[config.mk]
export PLATFORM = sky130hd
export DESIGN_NAME = ufrc_ctrl
export DESIGN_NICKNAME = d
export VERILOG_FILES = /design/src/design/union_find_rank_compress_top_macros.svh /design/src/design/ufrc_pkg.sv /design/src/design/ufrc_ctrl.sv
export SDC_FILE = /design/constraint.sdc
export NUM_CORES = 1
export LEC_CHECK = 0
export BUFFER_PORTS_ARGS = -buffer_cell sky130_fd_sc_hd__clkbuf_2
export CAP_MARGIN = 25
export CORE_ASPECT_RATIO = 1.75
export CORE_UTILIZATION = 60
export CTS_BUF_LIST = sky130_fd_sc_hd__clkbuf_16
export DETAILED_ROUTE_END_ITERATION = 12
export MAX_ROUTING_LAYER = met4
export PLACE_DENSITY = 0.83
export SKIP_CTS_REPAIR_TIMING = 1
export SYNTH_ARGS = -nofsm -noshare
export SYNTH_HDL_FRONTEND = slang
export SYNTH_SLANG_ARGS = --single-unit
[constraint.sdc]
create_clock -name clk -period 8.7 [get_ports clk]
set_input_delay 1.305 -clock clk [delete_from_list [all_inputs] [get_ports clk]]
set_output_delay 1.305 -clock clk [all_outputs]
set_load 0.005 [all_outputs]
[src/design/union_find_rank_compress_top_macros.svh]
// Assertion macros for the disjoint-set engine.
// ASSERT_OFF removes every check.
`ifndef UNION_FIND_RANK_COMPRESS_TOP_MACROS_SVH
`define UNION_FIND_RANK_COMPRESS_TOP_MACROS_SVH
`ifndef ASSERT_OFF
`define UFRC_ASSERT_IMP(lbl, ck, rs, ante, cons) \
  lbl: assert property (@(posedge ck) disable iff (rs) (ante) |-> (cons)) \
    else $error("same-cycle check failed");
`define UFRC_ASSERT_NXT(lbl, ck, rs, ante, cons) \
  lbl: assert property (@(posedge ck) disable iff (rs) (ante) |=> (cons)) \
    else $error("next-cycle check failed");
`else
`define UFRC_ASSERT_IMP(lbl, ck, rs, ante, cons)
`define UFRC_ASSERT_NXT(lbl, ck, rs, ante, cons)
`endif
`endif

[src/design/ufrc_pkg.sv]
package ufrc_pkg;

  localparam int ELEM_W = 10;   // element index field
  localparam int CNT_W  = 11;   // element / set count field
  localparam int RANK_W = 4;

  localparam logic [RANK_W-1:0] RANK_MAX = '1;

  typedef enum logic {
    OP_FIND  = 1'b0,
    OP_UNION = 1'b1
  } op_t;

  typedef struct packed {
    logic [ELEM_W-1:0] root_index;
    logic              merged;
    logic [CNT_W-1:0]  set_count;
    logic              range_error;
  } res_t;

endpackage

[src/design/ufrc_ctrl.sv]
module ufrc_ctrl #(
  parameter int MAX_ELEMENTS = 1024,
  localparam int IDX_W = $clog2(MAX_ELEMENTS),
  localparam int DW    = ufrc_pkg::RANK_W + IDX_W
) (
  input  logic                        clk,
  input  logic                        rst,
  input  logic                        clr_req,
  input  logic [ufrc_pkg::CNT_W-1:0]  ec,
  input  logic                        start,
  input  logic                        opcode,
  input  logic [ufrc_pkg::ELEM_W-1:0] first_elem,
  input  logic [ufrc_pkg::ELEM_W-1:0] second_elem,
  output logic                        ready,
  output logic                        res_valid,
  input  logic                        res_take,
  output ufrc_pkg::res_t              res,
  output logic [IDX_W-1:0]            rd_addr,
  input  logic [DW-1:0]               rd_data,
  output logic                        we,
  output logic [IDX_W-1:0]            wr_addr,
  output logic [DW-1:0]               wr_data
);

  localparam int CW   = ufrc_pkg::CNT_W;
  localparam int EW   = ufrc_pkg::ELEM_W;
  localparam int RW   = ufrc_pkg::RANK_W;
  localparam int NW0  = $clog2(MAX_ELEMENTS + 1);
  localparam int LW   = (NW0 > CW) ? NW0 : CW;
  localparam logic [IDX_W-1:0] LAST  = IDX_W'(MAX_ELEMENTS - 1);
  localparam logic [LW-1:0]    MAX_N = LW'(MAX_ELEMENTS);

  typedef enum logic [6:0] {
    S_IDLE  = 7'b0000001,
    S_CLEAR = 7'b0000010,
    S_WALK  = 7'b0000100,
    S_COMP  = 7'b0001000,
    S_LINK  = 7'b0010000,
    S_BUMP  = 7'b0100000,
    S_DONE  = 7'b1000000
  } state_t;

  state_t            state, state_next;
  logic [IDX_W-1:0]  clr_idx, clr_idx_next;
  ufrc_pkg::op_t     op_q, op_q_next;
  logic              phase, phase_next;
  logic [IDX_W-1:0]  b_idx, b_idx_next;
  logic [IDX_W-1:0]  cur, cur_next;
  logic [IDX_W-1:0]  walk, walk_next;
  logic [IDX_W-1:0]  root, root_next;
  logic [RW-1:0]     root_rank, root_rank_next;
  logic [IDX_W-1:0]  root_a, root_a_next;
  logic [RW-1:0]     rank_a, rank_a_next;
  logic [CW-1:0]     merge_total, merge_total_next;
  logic [IDX_W-1:0]  res_root, res_root_next;
  logic              res_merged, res_merged_next;
  logic              res_err, res_err_next;

  logic [IDX_W-1:0]  rd_par;
  logic [RW-1:0]     rd_rank;
  logic [RW-1:0]     rank_inc;
  logic [LW-1:0]     ec_ext, live_n, mt_ext, sets_w;
  logic              a_bad, b_bad, req_bad;
  logic              fdone;
  logic [IDX_W-1:0]  found_root;
  logic [RW-1:0]     found_rank;

  assign rd_par  = rd_data[IDX_W-1:0];
  assign rd_rank = rd_data[DW-1:IDX_W];
  assign rank_inc = (rank_a == ufrc_pkg::RANK_MAX) ? rank_a : rank_a + 1'b1;

  // effective count is the register clamped to the table size
  assign ec_ext = LW'(ec);
  assign live_n = (ec_ext < MAX_N) ? ec_ext : MAX_N;
  assign mt_ext = LW'(merge_total);
  assign sets_w = (mt_ext <= live_n) ? live_n - mt_ext : '0;

  assign a_bad   = LW'(first_elem) >= live_n;
  assign b_bad   = LW'(second_elem) >= live_n;
  assign req_bad = a_bad || ((ufrc_pkg::op_t'(opcode) == ufrc_pkg::OP_UNION) && b_bad);

  assign ready     = (state == S_IDLE) && !clr_req;
  assign res_valid = (state == S_DONE);

  assign res.root_index  = EW'(res_root);
  assign res.merged      = res_merged;
  assign res.set_count   = CW'(sets_w);
  assign res.range_error = res_err;

  always_comb begin
    state_next       = state;
    clr_idx_next     = clr_idx;
    op_q_next        = op_q;
    phase_next       = phase;
    b_idx_next       = b_idx;
    cur_next         = cur;
    walk_next        = walk;
    root_next        = root;
    root_rank_next   = root_rank;
    root_a_next      = root_a;
    rank_a_next      = rank_a;
    merge_total_next = merge_total;
    res_root_next    = res_root;
    res_merged_next  = res_merged;
    res_err_next     = res_err;
    rd_addr          = cur;
    we               = 1'b0;
    wr_addr          = walk;
    wr_data          = '0;
    fdone            = 1'b0;
    found_root       = cur;
    found_rank       = rd_rank;

    case (state)
      S_IDLE: begin
        if (start) begin
          op_q_next       = ufrc_pkg::op_t'(opcode);
          b_idx_next      = IDX_W'(second_elem);
          cur_next        = IDX_W'(first_elem);
          walk_next       = IDX_W'(first_elem);
          phase_next      = 1'b0;
          res_merged_next = 1'b0;
          res_root_next   = '0;
          res_err_next    = req_bad;
          if (req_bad) begin
            state_next = S_DONE;
          end else begin
            rd_addr    = IDX_W'(first_elem);
            state_next = S_WALK;
          end
        end
      end
      S_CLEAR: begin
        we           = 1'b1;
        wr_addr      = clr_idx;
        wr_data      = {{RW{1'b0}}, clr_idx};
        clr_idx_next = clr_idx + 1'b1;
        if (clr_idx == LAST) begin
          state_next = S_IDLE;
        end
      end
      S_WALK: begin
        // rd_data holds the word of cur; walk still marks the start node
        if (rd_par == cur) begin
          if (walk == cur) begin
            fdone      = 1'b1;
            found_root = cur;
            found_rank = rd_rank;
          end else begin
            root_next      = cur;
            root_rank_next = rd_rank;
            rd_addr        = walk;
            state_next     = S_COMP;
          end
        end else begin
          cur_next = rd_par;
          rd_addr  = rd_par;
        end
      end
      S_COMP: begin
        we        = 1'b1;
        wr_addr   = walk;
        wr_data   = {rd_rank, root};
        walk_next = rd_par;
        if (rd_par == root) begin
          fdone      = 1'b1;
          found_root = root;
          found_rank = root_rank;
        end else begin
          rd_addr = rd_par;
        end
      end
      S_LINK: begin
        we               = 1'b1;
        merge_total_next = merge_total + 1'b1;
        res_merged_next  = 1'b1;
        if (rank_a < root_rank) begin
          wr_addr       = root_a;
          wr_data       = {rank_a, root};
          res_root_next = root;
          state_next    = S_DONE;
        end else begin
          wr_addr       = root;
          wr_data       = {root_rank, root_a};
          res_root_next = root_a;
          state_next    = (rank_a == root_rank) ? S_BUMP : S_DONE;
        end
      end
      S_BUMP: begin
        we         = 1'b1;
        wr_addr    = root_a;
        wr_data    = {rank_inc, root_a};
        state_next = S_DONE;
      end
      S_DONE: begin
        if (res_take) begin
          state_next = S_IDLE;
        end
      end
      default: begin
        state_next = S_IDLE;
      end
    endcase

    if (fdone) begin
      if (!phase) begin
        if (op_q == ufrc_pkg::OP_FIND) begin
          res_root_next = found_root;
          state_next    = S_DONE;
        end else begin
          root_a_next = found_root;
          rank_a_next = found_rank;
          phase_next  = 1'b1;
          cur_next    = b_idx;
          walk_next   = b_idx;
          rd_addr     = b_idx;
          state_next  = S_WALK;
        end
      end else begin
        root_next      = found_root;
        root_rank_next = found_rank;
        if (found_root == root_a) begin
          res_root_next = root_a;
          state_next    = S_DONE;
        end else begin
          state_next = S_LINK;
        end
      end
    end

    // shrinking count: wipe the table back to singletons
    if (clr_req) begin
      state_next       = S_CLEAR;
      clr_idx_next     = '0;
      merge_total_next = '0;
    end
  end

  always_ff @(posedge clk) begin
    if (rst) begin
      state       <= S_CLEAR;
      clr_idx     <= '0;
      merge_total <= '0;
      phase       <= 1'b0;
    end else begin
      state       <= state_next;
      clr_idx     <= clr_idx_next;
      merge_total <= merge_total_next;
      phase       <= phase_next;
    end
  end

  always_ff @(posedge clk) begin
    op_q       <= op_q_next;
    b_idx      <= b_idx_next;
    cur        <= cur_next;
    walk       <= walk_next;
    root       <= root_next;
    root_rank  <= root_rank_next;
    root_a     <= root_a_next;
    rank_a     <= rank_a_next;
    res_root   <= res_root_next;
    res_merged <= res_merged_next;
    res_err    <= res_err_next;
  end

endmodule
==> results.ini <==
[status]
status=complete, no violations

[flow_run]
cap_violations=0

[routing]
ant_nets=0
drt_pass1_iterations=6
wire_per_inst_um=21.2
viasPerCell=6.53
drt_drc_violations_left=0
drt_iter0_drc=688
vias=7603
totalWireLength_um=24700

[cts]
cts_tree=yes
clock_path_buffers=2
cts_max_level=3
clk_pin_slew_worst_paths_ps=70
root_buffer=clkbuf_16
clkLatencyLatePin_ps=360
cts_sinks=100
numCtsBuffers=9

[cells_and_area]
nFillCells=1113
area_delta_synth_final_pct=10.5
drive_above_1_share_pct=18.5
multi_input_area_mm2=0.00492
insertedDiodeCount=0
seq_area_mm2=0.00227
final_nets=1082

[synthesis]
synthArstFlopShare_pct=0
yosysUniqueCellTypes=70
synth-seq-cells=100
yosys-top-cells-count=dfxtp_1, a21oi_1, nor2_1
syn_area_mm2=0.00770
synth_edf_count=27
synthFlopType=dfxtp_1
syn_avg_cell_area_um2=8.20
yosys-top-cells-area=dfxtp_1, edfxtp_1, ha_1, mux2_2, a21oi_1
synth_top_area_share_pct=19.0
synth_area_leader_cell=dfxtp_1
ys_seq_area_share_pct=29.5
synthCells=939
yosys_warnings=0
syn_nets=1029
yosysMostFrequentCell=dfxtp_1

[worst_setup_path]
reg2reg_slack_ps=4740
r2r-end=cur[7]
reg2reg_depth=9
cp_max_fo=27
start_kind=input port
end_kind=output pin
critPathLaunch=rd_data[3]
crit_type=in -> out
worstReg2RegStart=cur[9]
critPathArrivalTime_ps=4940
endpoint=rd_addr[5]
crit_required_ps=7390

[place]
gp_congestion=1.00
dp_hpwl_um=18800
dp_slack_ps=2570
port_buffers=110

[sta]
fmax_mhz=160
setup_violations=0
finalClockSkew_ps=15.9
fin_crit_sh_pct=71.7
setup-tns-final_ps=0
rsz0062_at_grt=no
setup_ws_ps=2460
maxSlewViolCount=0
tightest_slew_ps=1040
period_needed_ps=6240
maxSlewHeadroom_pct=30.2
hold_viol=0

[floorplan]
num_io_pins=111
start_util_pct=61.6
chipWidth_um=87.6
die_area_mm2=0.0133
die-height_um=152
core-area_mm2=0.0125
rows=54

[power]
peakVddDrop_mv=0.0841
power_leakage_nw=3.80
power_density_mw_per_mm2=116

[grt]
grt_util_all_layers_pct=38.7
grt_pass1_wl_um=37900
grt.overflow.total=0
antenna_found_initial=0
grt_pass1_vias=7381
grt_max_degree=34

[hold_path]
min_delay_path_depth=2
min_path_type=reg -> reg

==> registers in the layout (all words and copies together) (netlist names) <==
name,flops
clr_idx,10
merge_total,11
rank_a,4
cur,10
root_a,10
b_idx,10
walk,10
res_merged,1
phase,1
res_err,1
state,7
res_root,10
root,10
root_rank,4
op_q,1
==> cells by family after synthesis <==
family          after synthesis  synth area share, %
simple gates                309                 21.5
compound gates              227                 18.9
buf+inv                     130                 6.76
flops                       100                 29.5
mux                          71                 9.81
xor+xnor                     63                 7.16
fa+ha+maj                    39                 6.43
==> critical path, stage by stage <==
cell	delay (ps)
clkbuf_2	160
xor2_1	180
nor4_1	440
nand3_1	600
o31ai_1	430
buf_4	240
nand3_1	410
inv_2	640
nor3_1	130
nor3_1	240
clkbuf_2	150
==> power by group <==
part | switching [mW] | leakage (nW) | internal, mW
Combinational | 0.0661 | 2.83 | 0.0466
Clock | 0.183 | 0.151 | 0.212
Sequential | 0.00424 | 0.821 | 0.478
Total | 0.254 | 3.80 | 0.736
==> final cells by class <==
type / instances / share of cell area, %
Tap cell: 168 / 2.47
Clock buffer: 10 / 2.94
Clock inverter: 6 / 0.456
Sequential cell: 100 / 26.7
Timing Repair Buffer: 119 / 7.34
Multi-Input combinational cell: 709 / 57.8
Inverter: 53 / 2.34
==> layer usage <==
layer | global-route usage (%) | share of wire (%)
met5 | - | 0
met4 | 33.2 | 9.5
met3 | 5.76 | 5.9
met2 | 62.9 | 49
met1 | 39.7 | 36
==> layout by cell type (no fill, tap or decap), types with 4 or more instances in the layout <==
cell / count
xnor2_1: 39
nor4_1: 13
inv_1: 54
buf_4: 8
and4_1: 8
mux2_2: 35
a41oi_1: 10
a311oi_1: 4
dfxtp_1: 73
nand2b_1: 16
a211oi_1: 5
ha_1: 38
a31oi_1: 20
nand3_1: 34
nor2_1: 60
nor3_1: 31
nand4_1: 17
nor2b_1: 7
a221oi_1: 4
and3_1: 39
nand2_1: 56
a21oi_1: 70
a21o_1: 5
o21bai_1: 4
and2_1: 4
a2111oi_0: 7
o21ai_0: 42
clkbuf_2: 110
a22oi_1: 9
mux2i_1: 35
clkbuf_16: 10
edfxtp_1: 27
o32ai_1: 4
or3_1: 5
o22ai_1: 15
xor2_1: 24
==> how the worst min path moves through the flow <==
stage          slack [ps]              to      startpoint
3_5_place_dp          480  merge_total[9]  merge_total[9]
3_3_place_gp          470  merge_total[9]  merge_total[9]
6_report              500  merge_total[9]  merge_total[9]
2_1_floorplan         460  merge_total[9]  merge_total[9]
5_1_grt               520  merge_total[1]  merge_total[1]
4_1_cts               500  merge_total[9]  merge_total[9]
==> stage by stage <==
step | area (um2) | util (%) | power [mW] | hold WS (ps) | cells
floorplan | 7700 | - | 0.562 | 458 | 939
global placement | 8210 | 65.7 | 0.602 | 470 | 1148
detailed placement | 8210 | 65.7 | 0.604 | 485 | 1148
CTS | 8500 | 68.0 | 0.987 | 496 | 1164
global route | 8510 | 68.1 | 1.02 | 519 | 1165
finish | 8510 | 68.1 | 0.990 | 496 | 1165
(Power assumes the default switching activity.)
